[src/rtl/rjp_pkg.sv]
package rjp_pkg;

   // Packet sizing. A chunk carries at most PAYLOAD_LIMIT - 8 frame bytes.
   localparam int PAYLOAD_LIMIT = 1400;
   localparam int CHUNK_MAX     = PAYLOAD_LIMIT - 8;
   localparam int CHUNK_W       = $clog2(CHUNK_MAX + 1);

   // Command queue between the front and back parts (depth is a power of two).
   localparam int QUEUE_DEPTH = 4;
   localparam int QPTR_W      = $clog2(QUEUE_DEPTH);
   localparam int QCNT_W      = $clog2(QUEUE_DEPTH + 1);

   // Configuration port.
   localparam int CSR_IDX_W  = 3;
   localparam int CSR_DATA_W = 32;

   localparam logic [CSR_IDX_W-1:0] CSR_STREAMING_ENABLE  = 3'd0;
   localparam logic [CSR_IDX_W-1:0] CSR_TCP_INTERLEAVED   = 3'd1;
   localparam logic [CSR_IDX_W-1:0] CSR_SSRC_VALUE        = 3'd2;
   localparam logic [CSR_IDX_W-1:0] CSR_MIN_GAP_US        = 3'd3;
   localparam logic [CSR_IDX_W-1:0] CSR_TIMESTAMP_STEP    = 3'd4;
   localparam logic [CSR_IDX_W-1:0] CSR_Q_FACTOR          = 3'd5;
   localparam logic [CSR_IDX_W-1:0] CSR_WIDTH_DIV8        = 3'd6;
   localparam logic [CSR_IDX_W-1:0] CSR_HEIGHT_DIV8       = 3'd7;

   // Stream constants.
   localparam logic [7:0] JPEG_SOI_HI      = 8'hFF;
   localparam logic [7:0] JPEG_SOI_LO      = 8'hD8;
   localparam logic [7:0] RTP_VERSION_BYTE = 8'h80;
   localparam logic [6:0] RTP_PT_JPEG      = 7'd26;
   localparam logic [7:0] JPEG_TSPEC       = 8'h00;
   localparam logic [7:0] JPEG_TYPE        = 8'h01;
   localparam logic [7:0] IL_MAGIC         = 8'h24;
   localparam logic [7:0] IL_CHANNEL       = 8'h00;
   localparam int         HDR_BYTES        = 20;

   // Positions in the packet header sequence.
   localparam int               HDR_IDX_W     = 5;
   localparam logic [HDR_IDX_W-1:0] HDR_FIRST_IL  = 5'd0;
   localparam logic [HDR_IDX_W-1:0] HDR_FIRST_RTP = 5'd4;
   localparam logic [HDR_IDX_W-1:0] HDR_LAST      = 5'd23;

   typedef struct packed {
      logic [7:0]  data_byte;
      logic        frame_start;
      logic [23:0] frame_len;
      logic [47:0] now_us;
   } req_type;

   typedef struct packed {
      logic [7:0] out_byte;
      logic       packet_start;
      logic       packet_end;
      logic       last_of_run;
   } rsp_type;

   typedef struct packed {
      logic        streaming_enable;
      logic        tcp_interleaved;
      logic [31:0] ssrc_value;
      logic [23:0] min_gap_us;
      logic [15:0] timestamp_step;
      logic [7:0]  q_factor;
      logic [7:0]  width_div8;
      logic [7:0]  height_div8;
   } cfg_type;

   localparam cfg_type CFG_RESET = '{
      streaming_enable:  1'b0,
      tcp_interleaved:   1'b0,
      ssrc_value:        32'h12345678,
      min_gap_us:        24'd100000,
      timestamp_step:    16'd9000,
      q_factor:          8'h5F,
      width_div8:        8'd40,
      height_div8:       8'd30
   };

   // One payload byte to send, with a snapshot of its packet header fields.
   typedef struct packed {
      logic [7:0]         data;
      logic               hdr;
      logic               last_chunk;
      logic [CHUNK_W-1:0] chunk;
      logic [15:0]        seq;
      logic [31:0]        rtp_time;
      logic [23:0]        offset;
      logic               pkt_end;
      logic               run_end;
   } cmd_type;

   typedef struct packed {
      logic    push0;
      logic    push1;
      cmd_type cmd0;
      cmd_type cmd1;
   } q_push_type;

   typedef struct packed {
      logic    valid;
      cmd_type cmd;
   } q_head_type;

   typedef enum logic [1:0] {
      PH_IDLE,
      PH_HOLD,
      PH_SEND
   } phase_type;

   typedef enum logic [1:0] {
      BK_SCAN,
      BK_HDR,
      BK_PAY
   } back_state_type;

endpackage

[src/rtl/rjp_front.sv]
module rjp_front (
   input  logic                clock,
   input  logic                reset,
   input  rjp_pkg::cfg_type    cfg,
   input  logic                req_valid,
   output logic                req_stall,
   input  rjp_pkg::req_type    req_data,
   input  logic                q_room,
   output rjp_pkg::q_push_type q_push
);
   import rjp_pkg::*;

   typedef struct packed {
      logic [23:0]        bytes_left;
      logic [CHUNK_W-1:0] chunk_left;
      logic [23:0]        offset;
      logic [15:0]        seq;
   } pstate_type;

   typedef struct packed {
      pstate_type st;
      cmd_type    cmd;
   } step_type;

   // Advance the chunking state by one payload byte and build its command.
   function automatic step_type pay_step(input pstate_type cur, input logic [7:0] b,
                                         input logic [31:0] rtp);
      step_type           res;
      logic               hdr;
      logic               fits;
      logic [CHUNK_W-1:0] chunk;
      logic [CHUNK_W-1:0] cl;
      hdr   = (cur.chunk_left == '0);
      fits  = (cur.bytes_left <= 24'(CHUNK_MAX));
      chunk = fits ? cur.bytes_left[CHUNK_W-1:0] : CHUNK_W'(CHUNK_MAX);
      cl    = hdr ? chunk : cur.chunk_left;
      res.st.chunk_left  = cl - CHUNK_W'(1);
      res.st.bytes_left  = cur.bytes_left - 24'd1;
      res.st.offset      = cur.offset + 24'd1;
      res.st.seq         = cur.seq + {15'd0, hdr};
      res.cmd.data       = b;
      res.cmd.hdr        = hdr;
      res.cmd.last_chunk = fits;
      res.cmd.chunk      = chunk;
      res.cmd.seq        = cur.seq;
      res.cmd.rtp_time   = rtp;
      res.cmd.offset     = cur.offset;
      res.cmd.pkt_end    = (res.st.chunk_left == '0);
      res.cmd.run_end    = 1'b0;
      return res;
   endfunction

   phase_type   phase_ff, phase_in;
   logic [47:0] next_send_ff, next_send_in;
   logic [31:0] rtp_time_ff, rtp_time_in;
   logic [7:0]  held_ff, held_in;
   pstate_type  pst_ff, pst_in;

   pstate_type cur;
   step_type   step_a;
   step_type   step_b;
   step_type   step_s;
   logic       accept;
   logic       frame_ok;
   logic       marker_ok;

   // An item is taken whenever the queue can hold two more commands.
   assign req_stall = !q_room;
   assign accept    = req_valid && q_room;

   assign frame_ok  = cfg.streaming_enable && (req_data.frame_len >= 24'd2) &&
                      (req_data.now_us >= next_send_ff);
   assign marker_ok = (held_ff == JPEG_SOI_HI) && (req_data.data_byte == JPEG_SOI_LO);

   // The held first byte and the marker byte, or a single byte while sending.
   always_comb begin
      cur    = pst_ff;
      step_a = pay_step(cur, held_ff, rtp_time_ff);
      step_b = pay_step(step_a.st, req_data.data_byte, rtp_time_ff);
      step_s = pay_step(cur, req_data.data_byte, rtp_time_ff);
   end

   // Next state of the frame tracker.
   always_comb begin
      phase_in     = phase_ff;
      next_send_in = next_send_ff;
      rtp_time_in  = rtp_time_ff;
      held_in      = held_ff;
      pst_in       = pst_ff;
      if (accept) begin
         if (req_data.frame_start) begin
            pst_in.chunk_left = '0;
            phase_in          = PH_IDLE;
            if (frame_ok) begin
               next_send_in      = req_data.now_us + 48'(cfg.min_gap_us);
               rtp_time_in       = rtp_time_ff + 32'(cfg.timestamp_step);
               held_in           = req_data.data_byte;
               pst_in.offset     = '0;
               pst_in.bytes_left = req_data.frame_len;
               phase_in          = PH_HOLD;
            end
         end else begin
            case (phase_ff)
               PH_HOLD: begin
                  if (!marker_ok) begin
                     phase_in = PH_IDLE;
                  end else begin
                     pst_in   = step_b.st;
                     phase_in = (step_b.st.bytes_left == '0) ? PH_IDLE : PH_SEND;
                  end
               end
               PH_SEND: begin
                  if (pst_ff.bytes_left == '0) begin
                     phase_in = PH_IDLE;
                  end else begin
                     pst_in   = step_s.st;
                     phase_in = (step_s.st.bytes_left == '0) ? PH_IDLE : PH_SEND;
                  end
               end
               default: begin
                  phase_in = PH_IDLE;
               end
            endcase
         end
      end
   end

   // Commands pushed into the queue.
   always_comb begin
      q_push.push0 = 1'b0;
      q_push.push1 = 1'b0;
      q_push.cmd0  = step_s.cmd;
      q_push.cmd1  = step_b.cmd;
      q_push.cmd1.run_end = 1'b1;
      q_push.cmd0.run_end = 1'b1;
      if (accept && !req_data.frame_start) begin
         case (phase_ff)
            PH_HOLD: begin
               if (marker_ok) begin
                  q_push.push0 = 1'b1;
                  q_push.push1 = 1'b1;
                  q_push.cmd0  = step_a.cmd;
               end
            end
            PH_SEND: begin
               q_push.push0 = (pst_ff.bytes_left != '0);
            end
            default: begin
               q_push.push0 = 1'b0;
            end
         endcase
      end
   end

   always_ff @(posedge clock) begin
      if (reset) begin
         phase_ff     <= PH_IDLE;
         next_send_ff <= '0;
         rtp_time_ff  <= '0;
         pst_ff       <= '0;
      end else begin
         phase_ff     <= phase_in;
         next_send_ff <= next_send_in;
         rtp_time_ff  <= rtp_time_in;
         pst_ff       <= pst_in;
      end
   end

   // The held byte is always written at frame start before it is read.
   always_ff @(posedge clock) begin
      held_ff <= held_in;
   end

   // A frame-start transfer never produces payload commands.
   assert property (@(posedge clock) disable iff (reset)
      (accept && req_data.frame_start) |-> !q_push.push0)
      else $error("front pushed a command on a frame start");

endmodule

[src/rtl/rjp_cmd_queue.sv]
module rjp_cmd_queue (
   input  logic                clock,
   input  logic                reset,
   input  rjp_pkg::q_push_type q_push,
   output logic                q_room,
   input  logic                q_pop,
   output rjp_pkg::q_head_type q_head
);
   import rjp_pkg::*;

   cmd_type           entries_ff [QUEUE_DEPTH];
   logic [QPTR_W-1:0] wr_ptr_ff, wr_ptr_in;
   logic [QPTR_W-1:0] rd_ptr_ff, rd_ptr_in;
   logic [QCNT_W-1:0] count_ff, count_in;
   logic [QCNT_W-1:0] push_n;
   logic [QPTR_W-1:0] wr_ptr_next;

   // Room for a double push keeps the front free of a count-dependent path.
   assign q_room      = (count_ff <= QCNT_W'(QUEUE_DEPTH - 2));
   assign push_n      = QCNT_W'(q_push.push0) + QCNT_W'(q_push.push1);
   assign wr_ptr_next = wr_ptr_ff + QPTR_W'(1);

   assign q_head.valid = (count_ff != '0);
   assign q_head.cmd   = entries_ff[rd_ptr_ff];

   // Pointer and fill count update.
   always_comb begin
      wr_ptr_in = wr_ptr_ff + push_n[QPTR_W-1:0];
      rd_ptr_in = rd_ptr_ff + QPTR_W'(q_pop);
      count_in  = count_ff + push_n - QCNT_W'(q_pop);
   end

   always_ff @(posedge clock) begin
      if (reset) begin
         wr_ptr_ff <= '0;
         rd_ptr_ff <= '0;
         count_ff  <= '0;
      end else begin
         wr_ptr_ff <= wr_ptr_in;
         rd_ptr_ff <= rd_ptr_in;
         count_ff  <= count_in;
      end
   end

   // Storage needs no reset; the fill count guards it.
   always_ff @(posedge clock) begin
      if (q_push.push0) begin
         entries_ff[wr_ptr_ff] <= q_push.cmd0;
      end
      if (q_push.push1) begin
         entries_ff[wr_ptr_next] <= q_push.cmd1;
      end
   end

   assert property (@(posedge clock) disable iff (reset)
      count_ff <= QCNT_W'(QUEUE_DEPTH))
      else $error("command queue overfilled");

   assert property (@(posedge clock) disable iff (reset)
      q_pop |-> (count_ff != '0))
      else $error("command queue popped while empty");

   assert property (@(posedge clock) disable iff (reset)
      q_push.push1 |-> (q_push.push0 && q_room))
      else $error("second push without first push or without room");

endmodule

[src/rtl/rjp_back.sv]
module rjp_back (
   input  logic                clock,
   input  logic                reset,
   input  rjp_pkg::cfg_type    cfg,
   input  rjp_pkg::q_head_type q_head,
   output logic                q_pop,
   output logic                rsp_valid,
   input  logic                rsp_stall,
   output rjp_pkg::rsp_type    rsp_data
);
   import rjp_pkg::*;

   back_state_type       state_ff, state_in;
   logic [HDR_IDX_W-1:0] idx_ff, idx_in;
   logic                 rsp_valid_ff;
   rsp_type              rsp_data_ff;

   logic [HDR_IDX_W-1:0] start_idx;
   logic [HDR_IDX_W-1:0] cur_idx;
   logic                 emit_valid;
   logic                 emit_hdr;
   logic                 advance;
   logic [15:0]          il_len;
   logic [7:0]           hdr_byte;
   cmd_type              cmd;
   rsp_type              emit;

   assign cmd       = q_head.cmd;
   assign start_idx = cfg.tcp_interleaved ? HDR_FIRST_IL : HDR_FIRST_RTP;
   assign il_len    = 16'(HDR_BYTES) + 16'(cmd.chunk);

   // What the current state puts out.
   always_comb begin
      emit_valid = 1'b0;
      emit_hdr   = 1'b0;
      cur_idx    = start_idx;
      case (state_ff)
         BK_SCAN: begin
            emit_valid = q_head.valid;
            emit_hdr   = cmd.hdr;
            cur_idx    = start_idx;
         end
         BK_HDR: begin
            emit_valid = 1'b1;
            emit_hdr   = 1'b1;
            cur_idx    = idx_ff;
         end
         BK_PAY: begin
            emit_valid = 1'b1;
            emit_hdr   = 1'b0;
         end
         default: begin
            emit_valid = 1'b0;
         end
      endcase
   end

   // The output register takes a new byte when empty or when its byte leaves.
   assign advance = emit_valid && (!rsp_valid_ff || !rsp_stall);
   assign q_pop   = advance && !emit_hdr;

   // Interleave prefix, RTP header and JPEG header, one byte per position.
   always_comb begin
      case (cur_idx)
         5'd0:    hdr_byte = IL_MAGIC;
         5'd1:    hdr_byte = IL_CHANNEL;
         5'd2:    hdr_byte = il_len[15:8];
         5'd3:    hdr_byte = il_len[7:0];
         5'd4:    hdr_byte = RTP_VERSION_BYTE;
         5'd5:    hdr_byte = {cmd.last_chunk, RTP_PT_JPEG};
         5'd6:    hdr_byte = cmd.seq[15:8];
         5'd7:    hdr_byte = cmd.seq[7:0];
         5'd8:    hdr_byte = cmd.rtp_time[31:24];
         5'd9:    hdr_byte = cmd.rtp_time[23:16];
         5'd10:   hdr_byte = cmd.rtp_time[15:8];
         5'd11:   hdr_byte = cmd.rtp_time[7:0];
         5'd12:   hdr_byte = cfg.ssrc_value[31:24];
         5'd13:   hdr_byte = cfg.ssrc_value[23:16];
         5'd14:   hdr_byte = cfg.ssrc_value[15:8];
         5'd15:   hdr_byte = cfg.ssrc_value[7:0];
         5'd16:   hdr_byte = JPEG_TSPEC;
         5'd17:   hdr_byte = cmd.offset[23:16];
         5'd18:   hdr_byte = cmd.offset[15:8];
         5'd19:   hdr_byte = cmd.offset[7:0];
         5'd20:   hdr_byte = JPEG_TYPE;
         5'd21:   hdr_byte = cfg.q_factor;
         5'd22:   hdr_byte = cfg.width_div8;
         5'd23:   hdr_byte = cfg.height_div8;
         default: hdr_byte = 8'h00;
      endcase
   end

   always_comb begin
      emit.out_byte     = emit_hdr ? hdr_byte : cmd.data;
      emit.packet_start = emit_hdr && (cur_idx == start_idx);
      emit.packet_end   = !emit_hdr && cmd.pkt_end;
      emit.last_of_run  = !emit_hdr && cmd.run_end;
   end

   // Next state of the packet sequencer.
   always_comb begin
      state_in = state_ff;
      idx_in   = idx_ff;
      case (state_ff)
         BK_SCAN: begin
            if (advance && emit_hdr) begin
               state_in = BK_HDR;
               idx_in   = cur_idx + HDR_IDX_W'(1);
            end
         end
         BK_HDR: begin
            if (advance) begin
               if (idx_ff == HDR_LAST) begin
                  state_in = BK_PAY;
               end else begin
                  idx_in = idx_ff + HDR_IDX_W'(1);
               end
            end
         end
         BK_PAY: begin
            if (advance) begin
               state_in = BK_SCAN;
            end
         end
         default: begin
            state_in = BK_SCAN;
         end
      endcase
   end

   always_ff @(posedge clock) begin
      if (reset) begin
         state_ff     <= BK_SCAN;
         idx_ff       <= '0;
         rsp_valid_ff <= 1'b0;
      end else begin
         state_ff <= state_in;
         idx_ff   <= idx_in;
         if (advance) begin
            rsp_valid_ff <= 1'b1;
         end else if (!rsp_stall) begin
            rsp_valid_ff <= 1'b0;
         end
      end
   end

   always_ff @(posedge clock) begin
      if (advance) begin
         rsp_data_ff <= emit;
      end
   end

   assign rsp_valid = rsp_valid_ff;
   assign rsp_data  = rsp_data_ff;

   // A packet in progress always has its command at the queue head.
   assert property (@(posedge clock) disable iff (reset)
      (state_ff != BK_SCAN) |-> q_head.valid)
      else $error("packet sequencer active with an empty queue");

endmodule

[src/rtl/rtp_jpeg_packetizer_top.sv]
// RTP/JPEG packetizer.
// Input channel (req_*): one JPEG byte per transfer, with frame_start on the
// first byte and frame_len and now_us sampled there. Result channel (rsp_*):
// one packet stream byte per transfer, marking packet start, packet end and
// the last byte caused by each input transfer. The csr_* port writes the
// eight configuration registers by index; write them only while idle.
// A front stage judges frames and cuts them into chunks, and a back stage
// expands each payload byte into header and payload bytes; a 4-entry
// command queue sits between them. The commands of an input transfer are
// registered in the queue, and each result byte in the output register.
// Payload bytes flow at one per cycle while the receiver does not stall
// and no header is being sent. At each packet start the back stage emits
// a 20-byte header (24 bytes when interleaved), one per cycle while the
// receiver does not stall. Reset is synchronous; it restores the register
// defaults, clears the frame state, sequence number and timestamp, and
// empties the queue. No clearing pass is needed. When the receiver stalls,
// the result register holds its byte, the queue fills, and req_stall rises.
module rtp_jpeg_packetizer_top (
   input  logic                                clock,
   input  logic                                reset,
   input  logic                                csr_wr_en,
   input  logic [rjp_pkg::CSR_IDX_W-1:0]       csr_index,
   input  logic [rjp_pkg::CSR_DATA_W-1:0]      csr_wdata,
   input  logic                                req_valid,
   output logic                                req_stall,
   input  rjp_pkg::req_type                    req_data,
   output logic                                rsp_valid,
   input  logic                                rsp_stall,
   output rjp_pkg::rsp_type                    rsp_data
);
   import rjp_pkg::*;

   cfg_type    cfg_ff, cfg_in;
   q_push_type q_push;
   q_head_type q_head;
   logic       q_room;
   logic       q_pop;

   // Configuration register writes.
   always_comb begin
      cfg_in = cfg_ff;
      if (csr_wr_en) begin
         case (csr_index)
            CSR_STREAMING_ENABLE:  cfg_in.streaming_enable  = csr_wdata[0];
            CSR_TCP_INTERLEAVED:   cfg_in.tcp_interleaved   = csr_wdata[0];
            CSR_SSRC_VALUE:        cfg_in.ssrc_value        = csr_wdata[31:0];
            CSR_MIN_GAP_US:        cfg_in.min_gap_us        = csr_wdata[23:0];
            CSR_TIMESTAMP_STEP:    cfg_in.timestamp_step    = csr_wdata[15:0];
            CSR_Q_FACTOR:          cfg_in.q_factor          = csr_wdata[7:0];
            CSR_WIDTH_DIV8:        cfg_in.width_div8        = csr_wdata[7:0];
            CSR_HEIGHT_DIV8:       cfg_in.height_div8       = csr_wdata[7:0];
            default:               cfg_in = cfg_ff;
         endcase
      end
   end

   always_ff @(posedge clock) begin
      if (reset) begin
         cfg_ff <= CFG_RESET;
      end else begin
         cfg_ff <= cfg_in;
      end
   end

   rjp_front u_front (
      .clock     (clock),
      .reset     (reset),
      .cfg       (cfg_ff),
      .req_valid (req_valid),
      .req_stall (req_stall),
      .req_data  (req_data),
      .q_room    (q_room),
      .q_push    (q_push)
   );

   rjp_cmd_queue u_queue (
      .clock  (clock),
      .reset  (reset),
      .q_push (q_push),
      .q_room (q_room),
      .q_pop  (q_pop),
      .q_head (q_head)
   );

   rjp_back u_back (
      .clock     (clock),
      .reset     (reset),
      .cfg       (cfg_ff),
      .q_head    (q_head),
      .q_pop     (q_pop),
      .rsp_valid (rsp_valid),
      .rsp_stall (rsp_stall),
      .rsp_data  (rsp_data)
   );

endmodule
[config.mk]
export PLATFORM = sky130hd
export DESIGN_NAME = rtp_jpeg_packetizer_top
export DESIGN_NICKNAME = d
export VERILOG_FILES = /design/src/rtl/rjp_pkg.sv /design/src/rtl/rjp_front.sv /design/src/rtl/rjp_cmd_queue.sv /design/src/rtl/rjp_back.sv /design/src/rtl/rtp_jpeg_packetizer_top.sv
export SDC_FILE = /design/constraint.sdc
export NUM_CORES = 2
export LEC_CHECK = 0
export BUFFER_PORTS_ARGS = -buffer_cell sky130_fd_sc_hd__buf_2
export CAP_MARGIN = 20
export CORE_UTILIZATION = 45
export DETAILED_ROUTE_END_ITERATION = 12
export PLACE_DENSITY_LB_ADDON = 0.15
export SYNTH_ARGS = -nofsm -noshare
export SYNTH_HDL_FRONTEND = slang
export SYNTH_SLANG_ARGS = --single-unit
[constraint.sdc]
create_clock -name clock -period 13.3 [get_ports clock]
set_input_delay 0.665 -clock clock [delete_from_list [all_inputs] [get_ports clock]]
set_output_delay 0.665 -clock clock [all_outputs]
set_load 0.05 [all_outputs]
==> results_dict.tcl <==
set metrics [dict create \
    ys_types 100 \
    status "finished, final reports clean" \
    core-area_mm2 0.08342 \
    finalCritPeriodShare 0.5567 \
    final_nets 4135 \
    drcViolationCount 0 \
    reg2reg_slack_ns 5.90 \
    vias 30300 \
    drv_slew 0 \
    drt_iter0_drc 2881 \
    worstMarginPinSlew_ns 1.086 \
    dieArea_mm2 0.08530 \
    floorplan.initialDensity 0.4539 \
    place_area_mm2 0.03919 \
    grt_pass1_vias 28410 \
    synth_top_area_frac 0.3133 \
    p_leak_uw 0.01406 \
    stdcell_area_mm2 0.04186 \
    ys_ff_latch 669 \
    numCtsBuffers 77 \
    cts_tree "yes" \
    cts_buffer_depth 3 \
    rsz0062_at_grt "false" \
    drive_above_1_share 0.1170 \
    synth_ff_type "edfxtp_1" \
    ant_nets 0 \
    ys_seq_area_frac 0.4581 \
    dr.pass1.iters 6 \
    synth_largest_area_cell "edfxtp_1" \
    antenna_found_initial 3 \
    crit_fanout 24 \
    finalClockSkew_ns 0.03385 \
    grt_first_pass_wirelength_um 176100 \
    ys_async_sr_fraction 0 \
    grtUsageTotal 0.2683 \
    cts_resized 0 \
    relSlewSlack 0.2758 \
    finalHoldViolations 0 \
    yosysMostFrequentCell "nand2_1" \
    max_freq_mhz 135.1 \
    h-tree-depth 3 \
    ir_drop_mv 0.09461 \
    drv_cap 0 \
    worstPathRequired_ns 13.77 \
    numPortBuffers 133 \
    synth.area.top_cells "edfxtp_1, dfxtp_1, mux4_2" \
    fin_setup_tns_ns 0 \
    post_cts_buffers 0 \
    gp_congestion 0.9307 \
    syn_area_mm2 0.03786 \
    rows 106 \
    syn_inst 3925 \
    avgRoutedWirePerCell_um 23.08 \
    ctsHoldBuffers 0 \
    grt_max_degree 117 \
    grt_overflow 0 \
    crit_path_start_kind "flop" \
    yosysWarningCount 0 \
    synth_fp_nets 4166 \
    wl_um 116300 \
    viasPerCell 6.010 \
    clock-sinks 669 \
    end_kind "flop" \
    dp_hpwl_um 76420 \
    arrival_ns 7.87 \
    cts-root-buf "clkbuf_16" \
    worst-setup-path-type "reg -> reg" \
    clk-insertion-delay-late_ns 0.66 \
    synth_enable_flop_cells 395 \
    p_per_area_mw_per_mm2 127.9 \
    die_h_um 292.1 \
    finalSetupViolCount 0 \
    die_w_um 292.1 \
    avgSynthCellArea_um2 9.647 \
    synthTopCellsByCount "nand2_1, nor2_1, edfxtp_1" \
    hold_path.class "in -> reg" \
    finalWorstPathRequiredPeriod_ns 7.405 \
    io_pins 134 \
    area_delta_synth_final_pct 10.56 \
    clk_pin_slew_worst_paths_ns 0.06 \
]
[critical path: stages (launching register included)]
cell	delay (ns)
dfxtp_1	0.83
inv_1	0.21
ha_1	0.25
nor3b_1	0.14
o21ai_0	0.40
a211oi_1	0.19
a21oi_1	0.34
ha_1	0.29
or3b_2	0.51
a311oi_1	0.34
a31oi_1	0.14
nor4_2	0.30
xnor2_1	0.26
nand3_2	0.48
o21ai_0	0.40
ha_1	0.27
inv_1	0.13
a311o_1	0.36
nor4_1	0.35
xor2_1	0.15
a2111oi_2	0.40
o2111ai_2	0.27
o22ai_1	0.21
[cells by family (layout without fill, tap and decap cells)]
logic type,Yosys count,count (layout),synth area share
flops,669,669,0.4581
xor+xnor,192,192,0.04461
mux,167,167,0.07577
compound gates,885,885,0.1496
buf+inv,403,436,0.04094
fa+ha+maj,121,121,0.04051
other cells,0,3,0
simple gates,1488,1488,0.1904
[where the power goes]
group	leakage, µW	switching [µW]	internal [µW]	total, µW
clock	0.00128	922	1300	2220
sequential	0.00546	44.5	2220	2270
combinational	0.00732	541	326	867
total	0.0141	1510	3850	5350
[layer usage]
layer  share of wire  GRT usage  up-vias
met5        0.000095          0        -
met4           0.031    0.08896        2
met3           0.068    0.03151      213
met2            0.46     0.4341     1155
met1            0.44     0.3734    14710
li1                -          -    14220
[area by class of cell]
| cell class | count | area [µm²] |
|---|---|---|
| fill | 7699 | 41560 |
| multi-input combinational | 2853 | 19050 |
| sequential | 669 | 17350 |
| clock buffer | 99 | 2090 |
| tap | 1080 | 1351 |
| timing repair buffer | 178 | 1023 |
| clock inverter | 44 | 554.3 |
| inverter | 115 | 431.7 |
| antenna | 3 | 7.507 |
[final timing paths]
| kind | start | endpoint | depth (start not counted) |
|---|---|---|---|
| max | u_front.cur[51] | u_queue.entries_ff[1][1] | 22 |
| max reg2reg | u_front.cur[51] | u_queue.entries_ff[1][1] | 22 |
| min reg2reg | cfg_ff[66] | cfg_ff[66] | 2 |
| min | req_data[73] | u_front.held_ff[0] | 1 |
[cells in the final DEF (no fill, tap or decap), drive strengths merged, types with 12 or more instances in the layout]
cell,count
mux2i,65
o211ai,12
xor2,78
nand2b,28
a211oi,55
a21oi,180
o22ai,42
dfxtp,274
a21o,45
a22oi,53
nand3,121
inv,116
buf,175
mux4,95
o31ai,85
and2,142
nor2b,27
nor2,418
or2,16
clkinv,31
and3,37
xnor2,114
nand4,43
edfxtp,395
a31oi,24
clkbuf,102
or3,39
nor4,32
a22o,24
nand2,440
nor3,83
ha,117
o21ai,260
[stage by stage]
step	utilization	cells	hold slack [ns]	setup slack (ns)	total power (µW)
finish	0.5018	5041	0.2530	5.895	5355
global route	0.5017	5038	0.2430	5.398	5519
CTS	0.5015	5035	0.2287	6.117	5387
detailed placement	0.4698	4892	0.4478	6.127	3176
global placement	0.4696	4890	0.4398	6.254	3175
floorplan	-	3925	0.4329	7.031	2875
[state kept, by name, summed over array words and instances, names as in the netlist]
register	cells
cfg_ff	98
u_back.idx_ff	5
u_back.rsp_data	11
u_back.rsp_valid	1
u_back.state_ff	2
u_front.cur	75
u_front.held_ff	8
u_front.next_send_ff	48
u_front.phase_ff	2
u_front.rtp_time_ff	32
u_queue.count_ff	3
u_queue.entries_ff	380
u_queue.rd_ptr_ff	2
u_queue.wr_ptr_ff	2
Note: power is estimated with default switching activity, not from simulation.
